### src/rtl/udprc_pkg.sv
// Shared types and constants for the UDP receive checker.
// No dependencies; used by every module of the block.
package udprc_pkg;

    localparam int HEADER_BYTES = 8;
    localparam int UDP_PROTO    = 17;
    localparam int PORT_SLOTS   = 8;
    localparam int CFG_INDEX_W  = 1;
    localparam int CFG_DATA_W   = 64;
    localparam int SLOT_W       = 3;

    typedef enum logic [CFG_INDEX_W-1:0] {
        CFG_PORTS_LOW  = 1'b0,
        CFG_PORTS_HIGH = 1'b1
    } cfg_index_t;

    typedef enum logic [2:0] {
        VERDICT_DELIVERED    = 3'd0,
        VERDICT_TOO_SHORT    = 3'd1,
        VERDICT_BAD_LENGTH   = 3'd2,
        VERDICT_BAD_CHECKSUM = 3'd3,
        VERDICT_NO_BINDING   = 3'd4
    } verdict_t;

    // One finished datagram, as handed from the front to the back.
    typedef struct packed {
        logic        too_short;
        logic        bad_length;
        logic [31:0] sum;
        logic [15:0] length;
        logic [7:0]  pending;
        logic [15:0] checksum;
        logic [15:0] source_port;
        logic [15:0] dest_port;
    } dgram_t;

    typedef logic [PORT_SLOTS-1:0][15:0] port_table_t;

endpackage

### src/rtl/udprc_back.sv
// Back end: finishes the checksum, decides the verdict and looks up the
// destination port. Two stages with a registered output. Uses udprc_pkg.
module udprc_back (
    input  logic                    clk,
    input  logic                    rst_n,
    input  logic                    q_valid,
    input  udprc_pkg::dgram_t       q_head,
    output logic                    q_pop,
    input  udprc_pkg::port_table_t  bound_ports,
    output logic                    out_valid,
    input  logic                    out_ready,
    output logic [2:0]              verdict,
    output logic [15:0]             source_port,
    output logic [15:0]             destination_port,
    output logic [15:0]             payload_length,
    output logic [2:0]              slot_index
);

    logic                s1_valid_reg;
    udprc_pkg::dgram_t   s1_reg;
    udprc_pkg::dgram_t   s1_load;
    logic                s1_free;
    logic                out_load;
    logic [31:0]         pad_word;

    logic                out_valid_reg;
    udprc_pkg::verdict_t verdict_reg, verdict_next;
    logic [15:0]         sport_reg, sport_next;
    logic [15:0]         dport_reg, dport_next;
    logic [15:0]         plen_reg, plen_next;
    logic [udprc_pkg::SLOT_W-1:0] slot_reg, slot_next;

    logic [16:0]         fold1;
    logic [15:0]         fold2;
    logic [15:0]         calc;
    logic                csum_bad;
    logic                found;
    logic [udprc_pkg::SLOT_W-1:0] found_slot;

    assign out_load = s1_valid_reg && (!out_valid_reg || out_ready);
    assign s1_free  = !s1_valid_reg || out_load;
    assign q_pop    = q_valid && s1_free;
    assign pad_word = q_head.length[0] ? {16'h0000, q_head.pending, 8'h00} : 32'd0;

    always_comb
    begin
        s1_load     = q_head;
        s1_load.sum = q_head.sum + {16'h0000, q_head.length} + pad_word;
    end

    always_ff @(posedge clk or negedge rst_n)
    begin
        if (!rst_n)
        begin
            s1_valid_reg <= 1'b0;
        end
        else if (s1_free)
        begin
            s1_valid_reg <= q_valid;
        end
    end

    always_ff @(posedge clk)
    begin
        if (q_pop)
        begin
            s1_reg <= s1_load;
        end
    end

    assign fold1 = {1'b0, s1_reg.sum[15:0]} + {1'b0, s1_reg.sum[31:16]};
    assign fold2 = fold1[15:0] + {15'd0, fold1[16]};
    assign calc  = (fold2 == 16'hFFFF) ? 16'hFFFF : ~fold2;
    assign csum_bad = (s1_reg.checksum != 16'h0000) && (calc != s1_reg.checksum);

    always_comb
    begin
        found      = 1'b0;
        found_slot = '0;
        for (int i = udprc_pkg::PORT_SLOTS - 1; i >= 0; i--)
        begin
            if ((bound_ports[i] != 16'h0000) && (bound_ports[i] == s1_reg.dest_port))
            begin
                found      = 1'b1;
                found_slot = udprc_pkg::SLOT_W'(i);
            end
        end
    end

    always_comb
    begin
        verdict_next = udprc_pkg::VERDICT_TOO_SHORT;
        sport_next   = '0;
        dport_next   = '0;
        plen_next    = '0;
        slot_next    = '0;
        if (!s1_reg.too_short)
        begin
            sport_next = s1_reg.source_port;
            dport_next = s1_reg.dest_port;
            if (s1_reg.bad_length)
            begin
                verdict_next = udprc_pkg::VERDICT_BAD_LENGTH;
            end
            else
            begin
                plen_next = s1_reg.length - 16'(udprc_pkg::HEADER_BYTES);
                if (csum_bad)
                begin
                    verdict_next = udprc_pkg::VERDICT_BAD_CHECKSUM;
                end
                else if (found)
                begin
                    verdict_next = udprc_pkg::VERDICT_DELIVERED;
                    slot_next    = found_slot;
                end
                else
                begin
                    verdict_next = udprc_pkg::VERDICT_NO_BINDING;
                end
            end
        end
    end

    always_ff @(posedge clk or negedge rst_n)
    begin
        if (!rst_n)
        begin
            out_valid_reg <= 1'b0;
        end
        else if (out_load)
        begin
            out_valid_reg <= 1'b1;
        end
        else if (out_ready)
        begin
            out_valid_reg <= 1'b0;
        end
    end

    always_ff @(posedge clk)
    begin
        if (out_load)
        begin
            verdict_reg <= verdict_next;
            sport_reg   <= sport_next;
            dport_reg   <= dport_next;
            plen_reg    <= plen_next;
            slot_reg    <= slot_next;
        end
    end

    assign out_valid        = out_valid_reg;
    assign verdict          = verdict_reg;
    assign source_port      = sport_reg;
    assign destination_port = dport_reg;
    assign payload_length   = plen_reg;
    assign slot_index       = slot_reg;

endmodule

### config.mk
export PLATFORM = sky130hd
export DESIGN_NAME = udprc_back
export DESIGN_NICKNAME = d
export VERILOG_FILES = /design/src/rtl/udprc_pkg.sv /design/src/rtl/udprc_back.sv
export SDC_FILE = /design/constraint.sdc
export NUM_CORES = 1
export LEC_CHECK = 0
export ABC_CLOCK_PERIOD_IN_PS = 10100
export BUFFER_PORTS_ARGS = -buffer_cell sky130_fd_sc_hd__buf_2
export CAP_MARGIN = 20
export CORE_AREA = 4 4 136 151
export CTS_BUF_LIST = sky130_fd_sc_hd__clkbuf_4
export DETAILED_ROUTE_END_ITERATION = 7
export DIE_AREA = 0 0 140 155
export PLACE_DENSITY = 0.78
export SLEW_MARGIN = 10
export SYNTH_ARGS = -nofsm -noshare
export SYNTH_HDL_FRONTEND = slang
export SYNTH_SLANG_ARGS = --single-unit
### constraint.sdc
create_clock -name clk -period 10.1 [get_ports clk]
set_clock_uncertainty 0.2 [all_clocks]
set_input_delay 0.505 -clock clk [delete_from_list [all_inputs] [get_ports clk]]
set_output_delay 0.505 -clock clk [all_outputs]
set_load 0.02 [all_outputs]
==> summary.txt, run 1 <==
Run status
  – Status: complete, no violations

Placement
  – RePlAce Congestion: 0.938
  – Final HPWL DP: 23,400 um
  – Number of port buffers: 293
  – Placed Area: 0.0118 mm^2

Route
  – Average vias per placed instance: 5.70
  – Routed vias: 8,756
  – Met3 WL: 2360 um
  – Top layer in use: met5
  – Average wire per standard cell: 19.9 um
  – # DRC: 0
  – Met1 wire length: 12,200 um
  – DRT Pass-1 Iters: 5
  – Post-DRT Antenna Nets: 0
  – Total length of routed wires: 30,500 um
  – Starting DRT DRC Count: 616
  – Wire length on met2: 15,000 um

Power
  – PD cells: 150 mW/mm^2
  – VDD IR-drop max: 0.0807 mV
  – Leak: 5.20 nW
  – PnR Total Power: 0.00194 W

CTS
  – Worst-skew pair later-pin latency: 0.56 ns
  – Post-CTS sizing: 0
  – Cts bufs inserted: 17
  – Hold-fix buffers, CTS: 75
  – TritonCTS clock tree: done
  – Clock-pin slew on the worst setup and hold paths: 0.17 ns
  – CTS H-tree depth: 4
  – Clk buf depth: 2
  – Post-CTS setup buffers: 0
  – Root Driver: clkbuf_4
  – CTS sink cnt: 154

Critical path
  – Worst path slowest cell: a2111o_1
  – Crit path from: s1_reg[72]
  – Slowest stage delay, CP: 0.55 ns
  – R2r setup slk: 3.97 ns
  – CP Launch Type: flip-flop
  – Worst Path Max Fanout: 9
  – Reg2reg start: s1_reg[72]
  – RR Endpoint: slot_index[2]
  – CP Capture Type: flip-flop
  – Reg2reg path depth: 25
  – Most common cell on crit path: ha_1
  – Arr. time, crit path: 6.22 ns
  – CP endpoint: slot_index[2]
  – Crit Path Class: reg2reg
  – Worst Path Required: 10.19 ns

Synthesis
  – Mean Syn Cell Area: 11.2 um^2
  – Register bit count reported by yosys: 154
  – Post-synth top area cell: edfxtp_1
  – Synth top area share: 45.1%
  – Seq/Total Area, Yosys: 45.6%
  – Mapped cell area: 0.0101 mm^2
  – XOR/XNOR share of the synthesized area: 17.8%
  – Simple-Gate Fraction of Synth Area: 18.0%
  – Synth Area in Adders: 7.29%
  – Number of synthesized flops with an enable pin: 152
  – Ys flop type: edfxtp_1
  – Count of cell types in the netlist: 75
  – Yosys Warn Count: 0
  – Top cells by area, synth: edfxtp_1, xnor2_1, xor2_1, ha_1, nor4_1
  – Largest family of logic cells by synthesized area: simple AND/OR/NAND/NOR gates
  – Net count after synthesis: 1,196
  – Post-synthesis mux area share: 0.198%
  – Synth Area in Compound Gates: 9.34%
  – Syn Inst Count: 905
  – Async SR Flop Fraction: 1.30%

Global route
  – Vias in the first global route: 8,712
  – Antenna violations before repair: 4
  – Largest net degree at the start of global routing: 58
  – GRT overflow: 0
  – Global-route wire length before repair: 46,600 um
  – GRT Overall Usage: 27.4%

Worst hold path
  – Worst hold-check path type: in2reg
  – Hold Crit Depth: 2

Cells and area
  – Multi-input logic area: 0.00534 mm^2
  – Register area: 0.00461 mm^2
  – P&R area growth vs syn: 27.8%
  – Share of layout cells above drive strength 1: 27.7%
  – Final instance area: 0.0129 mm^2
  – Fill count: 1,444
  – Max reg flops: 98
  – Nets: 1,562

Timing
  – RSZ-0062 raised after global routing: no
  – Final Cycle Share: 60.7%
  – Actual slew at the worst max-slew pin: 0.735 ns
  – Finish-stage setup viols: 0
  – Fin. Hold Viols: 0
  – Final min period: 6.13 ns
  – Relative slew margins: 51.0%
  – Achievable Freq: 163 MHz
  – Worst hold slack: 0.0456 ns
  – Slew Limit Fails: 0
  – Setup TNS: 0 ns

Floorplan
  – Die area: 0.0217 mm^2
  – Core area: 0.0190 mm^2
  – Die Span Y: 155 um
  – # rows: 53
  – Initial core utilization: 53.4%
  – Die Wd: 140 um
  – Io pins: 294

Flow run
  – Maxcap violations: 0
cells in the final DEF (no fill, tap or decap), drive strengths merged, types with 10 or more instances in the layout:
master	count
xor2	86
a21oi	27
nor4	59
o21ai	23
a21o	14
edfxtp	152
nand2b	13
nand2	44
xnor2	113
nand3	19
inv	30
buf	297
nor2b	36
nand4	27
fa	10
clkbuf	18
nor2	53
ha	43
and2	17
dlygate4sd3	75
layer usage:
metal / global-route usage (%) / up-vias
met4: 10.8 / 2
met5: 0 / -
met2: 46.9 / 426
met1: 34.3 / 4146
met3: 5.63 / 83
li1: - / 4099
worst min path at each step:
stage	slack, ns	end	from
floorplan	0.009	out_valid	rst_n
global placement	0.09	out_valid	rst_n
detailed placement	0.09	out_valid	rst_n
CTS	0.004	s1_reg[101]	q_head[101]
global route	0.02	s1_reg[101]	q_head[101]
finish	0.05	s1_reg[99]	q_head[99]
synth_stat cells, types with 23 or more instances:
master / n
nand4_1: 27
clkbuf_1: 23
a21oi_1: 25
nand2_1: 44
ha_1: 43
inv_1: 23
nor4_1: 56
xnor2_1: 109
nor2_1: 53
xor2_1: 85
nor2b_1: 35
edfxtp_1: 152
cell families (layout without fill, tap and decap cells):
| kind of cell | after synthesis | after routing |
|---|---|---|
| AO/OA/AOI/OAI | 127 | 127 |
| XOR/XNOR | 200 | 200 |
| adder cells (fa/ha/maj) | 53 | 53 |
| buffers and inverters | 48 | 427 |
| flip-flops | 154 | 154 |
| multiplexers | 2 | 2 |
| other | 0 | 4 |
| AND/OR/NAND/NOR | 321 | 321 |
through the flow:
step	setup slack, ns	instances	utilization (%)
detailed placement	4.00	1424	62.5
finish	3.97	1535	68.3
global route	3.47	1533	68.2
global placement	4.15	1424	62.5
floorplan	1.04	905	-
CTS	3.97	1531	68.2
layout make-up:
class                   count  share of cell area [%]
clock buffers              18                    1.04
multi-input cells         703                    41.3
well taps                 247                    2.39
clock inverters            14                    1.56
flip-flops and latches    154                    35.6
inverters                  23                   0.667
repair buffers            372                    17.4
diodes                      4                  0.0773
power breakdown:
group | total, W | switching, W | internal, W
Sequential | 0.000814 | 0.0000429 | 0.000771
Clock | 0.000430 | 0.000264 | 0.000166
Combinational | 0.000699 | 0.000402 | 0.000297
worst max-delay path, delay by kind of cell, from the launching register on:
| kind | cells | cell delay [ns] |
|---|---|---|
| adder cells (fa/ha/maj) | 4 | 1.01 |
| AO/OA/AOI/OAI | 9 | 1.97 |
| flip-flops | 1 | 0.35 |
| AND/OR/NAND/NOR | 11 | 2.27 |
| buffers and inverters | 1 | 0.06 |
Power figures use the tool's default switching activity.
==> inputs of run 2 (changes only) <==
--- a/config.mk
+++ b/config.mk
@@ -5,13 +5,14 @@
 export SDC_FILE = /design/constraint.sdc
 export NUM_CORES = 1
 export LEC_CHECK = 0
-export ABC_CLOCK_PERIOD_IN_PS = 10100
+export ABC_AREA = 1
+export ABC_CLOCK_PERIOD_IN_PS = 5900
 export BUFFER_PORTS_ARGS = -buffer_cell sky130_fd_sc_hd__buf_2
 export CAP_MARGIN = 20
-export CORE_AREA = 4 4 136 151
+export CORE_AREA = 4 4 137 153
 export CTS_BUF_LIST = sky130_fd_sc_hd__clkbuf_4
 export DETAILED_ROUTE_END_ITERATION = 7
-export DIE_AREA = 0 0 140 155
+export DIE_AREA = 0 0 141 157
 export PLACE_DENSITY = 0.78
 export SLEW_MARGIN = 10
 export SYNTH_ARGS = -nofsm -noshare
==> constraint.sdc (replaced) <==
create_clock -name clk -period 5.9 [get_ports clk]
set_clock_uncertainty 0.2 [all_clocks]
set_input_delay 0.295 -clock clk [delete_from_list [all_inputs] [get_ports clk]]
set_output_delay 0.295 -clock clk [all_outputs]
set_load 0.02 [all_outputs]
==> run 2 against run 1 <==
  * Non-clock buffer count increased by 17
  * Clock power grew 63%
  * Worst setup slack worse by 2.9 ns
  * Via count grew 14%
  * Critical endpoint is now verdict[2]
  * Critical path type unchanged
  * Clock-buffer cell count down 1
  * Routed wire length rose by 7.2%
  * Global-route usage is 1.1 points higher
  * Hold slack better by 0.023 ns
==> summary.txt, run 2 <==
Synthesis
  – Post-synth top area cell: edfxtp_1
  – Most common cell in the synthesized netlist: nand2_1
  – Ys flop type: edfxtp_1
  – Count of cell types in the netlist: 40 (-47%)
  – Top cells by area, synth: edfxtp_1, nand2_1, xor2_1, inv_1, ha_1
  – Net count after synthesis: 1,486 (+24%)
  – Mapped cell area: 0.0105 mm^2 (+3.9%)
  – Mean Syn Cell Area: 8.80 um^2 (-21%)
  – Yosys Warn Count: 0 (unchanged)
  – Synth top area share: 43.4% (-1.7 points)
  – Number of synthesized flops with an enable pin: 152 (unchanged)
  – Top post-synthesis cells by count: nand2_1, edfxtp_1, inv_1
  – Async SR Flop Fraction: 1.30% (unchanged)
  – Syn Inst Count: 1,195 (+32%)
  – Register bit count reported by yosys: 154 (unchanged)
  – Seq/Total Area, Yosys: 43.9% (-1.7 points)

Floorplan
  – Die area: 0.0221 mm^2 (+2.0%)
  – Die Span Y: 157 um (+1.3%)
  – # rows: 54 (+1.9%)
  – Die Wd: 141 um (+0.71%)
  – Io pins: 294 (unchanged)
  – Core area: 0.0195 mm^2 (+2.6%)
  – Initial core utilization: 54.1% (+0.67 points)

Critical path
  – RR Endpoint: verdict[2]
  – Most common cell on crit path: nand2_1
  – CP Capture Type: flip-flop
  – Crit. path cell count: 33 (+32%)
  – Reg2reg start: s1_reg[72]
  – WP buf/inv: 2 (+1)
  – Slowest stage delay, CP: 0.40 ns (-0.15 ns)
  – Reg2reg path depth: 33 (+32%)
  – R2r setup slk: 1.09 ns (-2.88 ns)
  – Crit path from: s1_reg[72]
  – Family with the most delay on the worst path: simple AND/OR/NAND/NOR gates
  – Arr. time, crit path: 5.04 ns (-1.18 ns)
  – Worst path slowest cell: fa_1
  – Worst Path Max Fanout: 32 (+23)
  – Crit Path Class: reg2reg
  – CP endpoint: verdict[2]
  – Worst Path Required: 6.12 ns (-4.07 ns)
  – CP Launch Type: flip-flop

Timing
  – Slew Limit Fails: 0 (unchanged)
  – Fin. Hold Viols: 0 (unchanged)
  – RSZ-0062 raised after global routing: no
  – Final Cycle Share: 81.6% (+21 points)
  – Finish-stage setup viols: 0 (unchanged)
  – Final min period: 4.81 ns (-1.32 ns)
  – Setup TNS: 0 ns (unchanged)
  – Worst Slack Setup Final: 1.09 ns (-2.88 ns)
  – Achievable Freq: 208 MHz (+27%)
  – Actual slew at the worst max-slew pin: 0.748 ns (+0.0125 ns)
  – Relative slew margins: 50.1% (-0.83 points)

Global route
  – GRT Overall Usage: 28.6% (+1.1 points)
  – Antenna violations before repair: 4 (unchanged)
  – GRT overflow: 0 (unchanged)
  – Vias in the first global route: 9,727 (+12%)
  – Largest net degree at the start of global routing: 55 (-5.2%)
  – Global-route wire length before repair: 49,400 um (+6.2%)

CTS
  – Clock-pin slew on the worst setup and hold paths: 0.15 ns (-0.02 ns)
  – Post-CTS sizing: 0 (unchanged)
  – Root Driver: clkbuf_4
  – Cts bufs inserted: 17 (unchanged)
  – Clk buf depth: 2 (unchanged)
  – Worst-skew pair later-pin latency: 0.59 ns (+0.03 ns)
  – TritonCTS clock tree: done
  – Post-CTS setup buffers: 0 (unchanged)
  – CTS H-tree depth: 4 (unchanged)
  – CTS sink cnt: 154 (unchanged)

Cells and area
  – Most frequent cells in the layout: buf_2, nand2_1, edfxtp_1
  – Nets: 1,869 (+20%)
  – P&R area growth vs syn: 28.3%
  – Max reg flops: 98 (unchanged)
  – Share of layout cells above drive strength 1: 24.7% (-3.0 points)
  – Most common cell after layout, fill and taps aside: buf_2
  – Fill count: 1,541 (+6.7%)

Run status
  – Status: complete, no violations

Route
  – Average vias per placed instance: 5.39 (-5.5%)
  – Routed vias: 9,960 (+14%)
  – Average wire per standard cell: 17.7 um (-11%)
  – DRT Pass-1 Iters: 6 (+1)
  – Post-DRT Antenna Nets: 0 (unchanged)
  – Total length of routed wires: 32,700 um (+7.2%)
  – Starting DRT DRC Count: 705 (+14%)
  – # DRC: 0 (unchanged)

Power
  – Leak: 6.29 nW (+21%)
  – VDD IR-drop max: 0.186 mV (+130%)
  – PD cells: 251 mW/mm^2 (+67%)

Placement
  – Final HPWL DP: 25,200 um (+7.5%)
  – Post-place setup slack: 1.13 ns (-2.87 ns)
  – RePlAce Congestion: 0.975 (+3.9%)
  – Number of port buffers: 293 (unchanged)

Worst hold path
  – Worst hold-check path type: in2reg

Flow run
  – Maxcap violations: 0 (unchanged)
-- run 2: how the worst min path moves through the flow --
stage,startpoint,end,slack [ns],cells after the start
2_1_floorplan,rst_n,out_valid,-0.20,0
3_3_place_gp,rst_n,s1_valid_reg,-0.12,1
3_5_place_dp,rst_n,s1_valid_reg,-0.12,1
4_1_cts,q_head[88],s1_reg[88],0.003,3
5_1_grt,q_head[88],s1_reg[88],0.04,3
6_report,q_head[88],s1_reg[88],0.07,3
-- run 2: metal layers --
metal  global-route usage, %  up-vias  share of wire, %
met5                       0        -             0.061
met4                    13.6        2               4.5
met3                    5.44      108               7.2
met2                    50.8      441                50
met1                    33.4     4594                38
li1                        -     4815                 -
-- run 2: power breakdown --
group          switching (W)  internal [W]  leakage, nW  total (W)
combinational       0.000798      0.000472         4.62    0.00127
sequential         0.0000737       0.00134         1.50    0.00142
clock               0.000490      0.000213        0.174   0.000702
total                0.00136       0.00203         6.29    0.00339
-- run 2: cell families after synthesis --
logic type / synth area share (%)
flops: 43.9
buf+inv: 6.71
simple gates: 26.7
compound gates: 5.02
fa+ha+maj: 7.02
xor+xnor: 10.7
-- run 2: worst register-to-register path: cells and delay by family (launching register included) --
family	cells	cell delay, ns
AOI/OAI and AO/OA	2	0.23
adders and majority gates	3	0.80
buffers and inverters	2	0.20
DFF	1	0.36
and+or+nand+nor	26	2.89
-- run 2: per-stage QoR --
stage	cells	util [%]	cell area [um^2]	hold WS, ns	power, W
after CTS	1843	69.3	13500	0.00272	0.00339
after global placement	1718	62.8	12200	-0.118	0.00261
after global routing	1846	69.4	13500	0.0356	0.00361
final	1847	69.4	13500	0.0691	0.00339
after floorplan	1195	-	10500	-0.201	0.00226
after detailed placement	1718	62.8	12200	-0.116	0.00264
-- run 2: layout make-up --
| type | count | area [um^2] | area share (%) |
|---|---|---|---|
| flip-flops and latches | 154 | 4610 | 34.2 |
| clock inverters | 15 | 209 | 1.55 |
| well taps | 252 | 315 | 2.34 |
| inverters | 157 | 592 | 4.38 |
| clock buffers | 17 | 128 | 0.945 |
| diodes | 4 | 10.0 | 0.0741 |
| repair buffers | 389 | 2420 | 17.9 |
| multi-input cells | 859 | 5210 | 38.6 |
-- run 2: repair_timing --
| item | 4_1_cts | 5_1_grt |
|---|---|---|
| endpoints found under the setup margin | 0 | 0 |
| hold endpoints to repair | 88 | 0 |
| hold buffers | 93 | 0 |
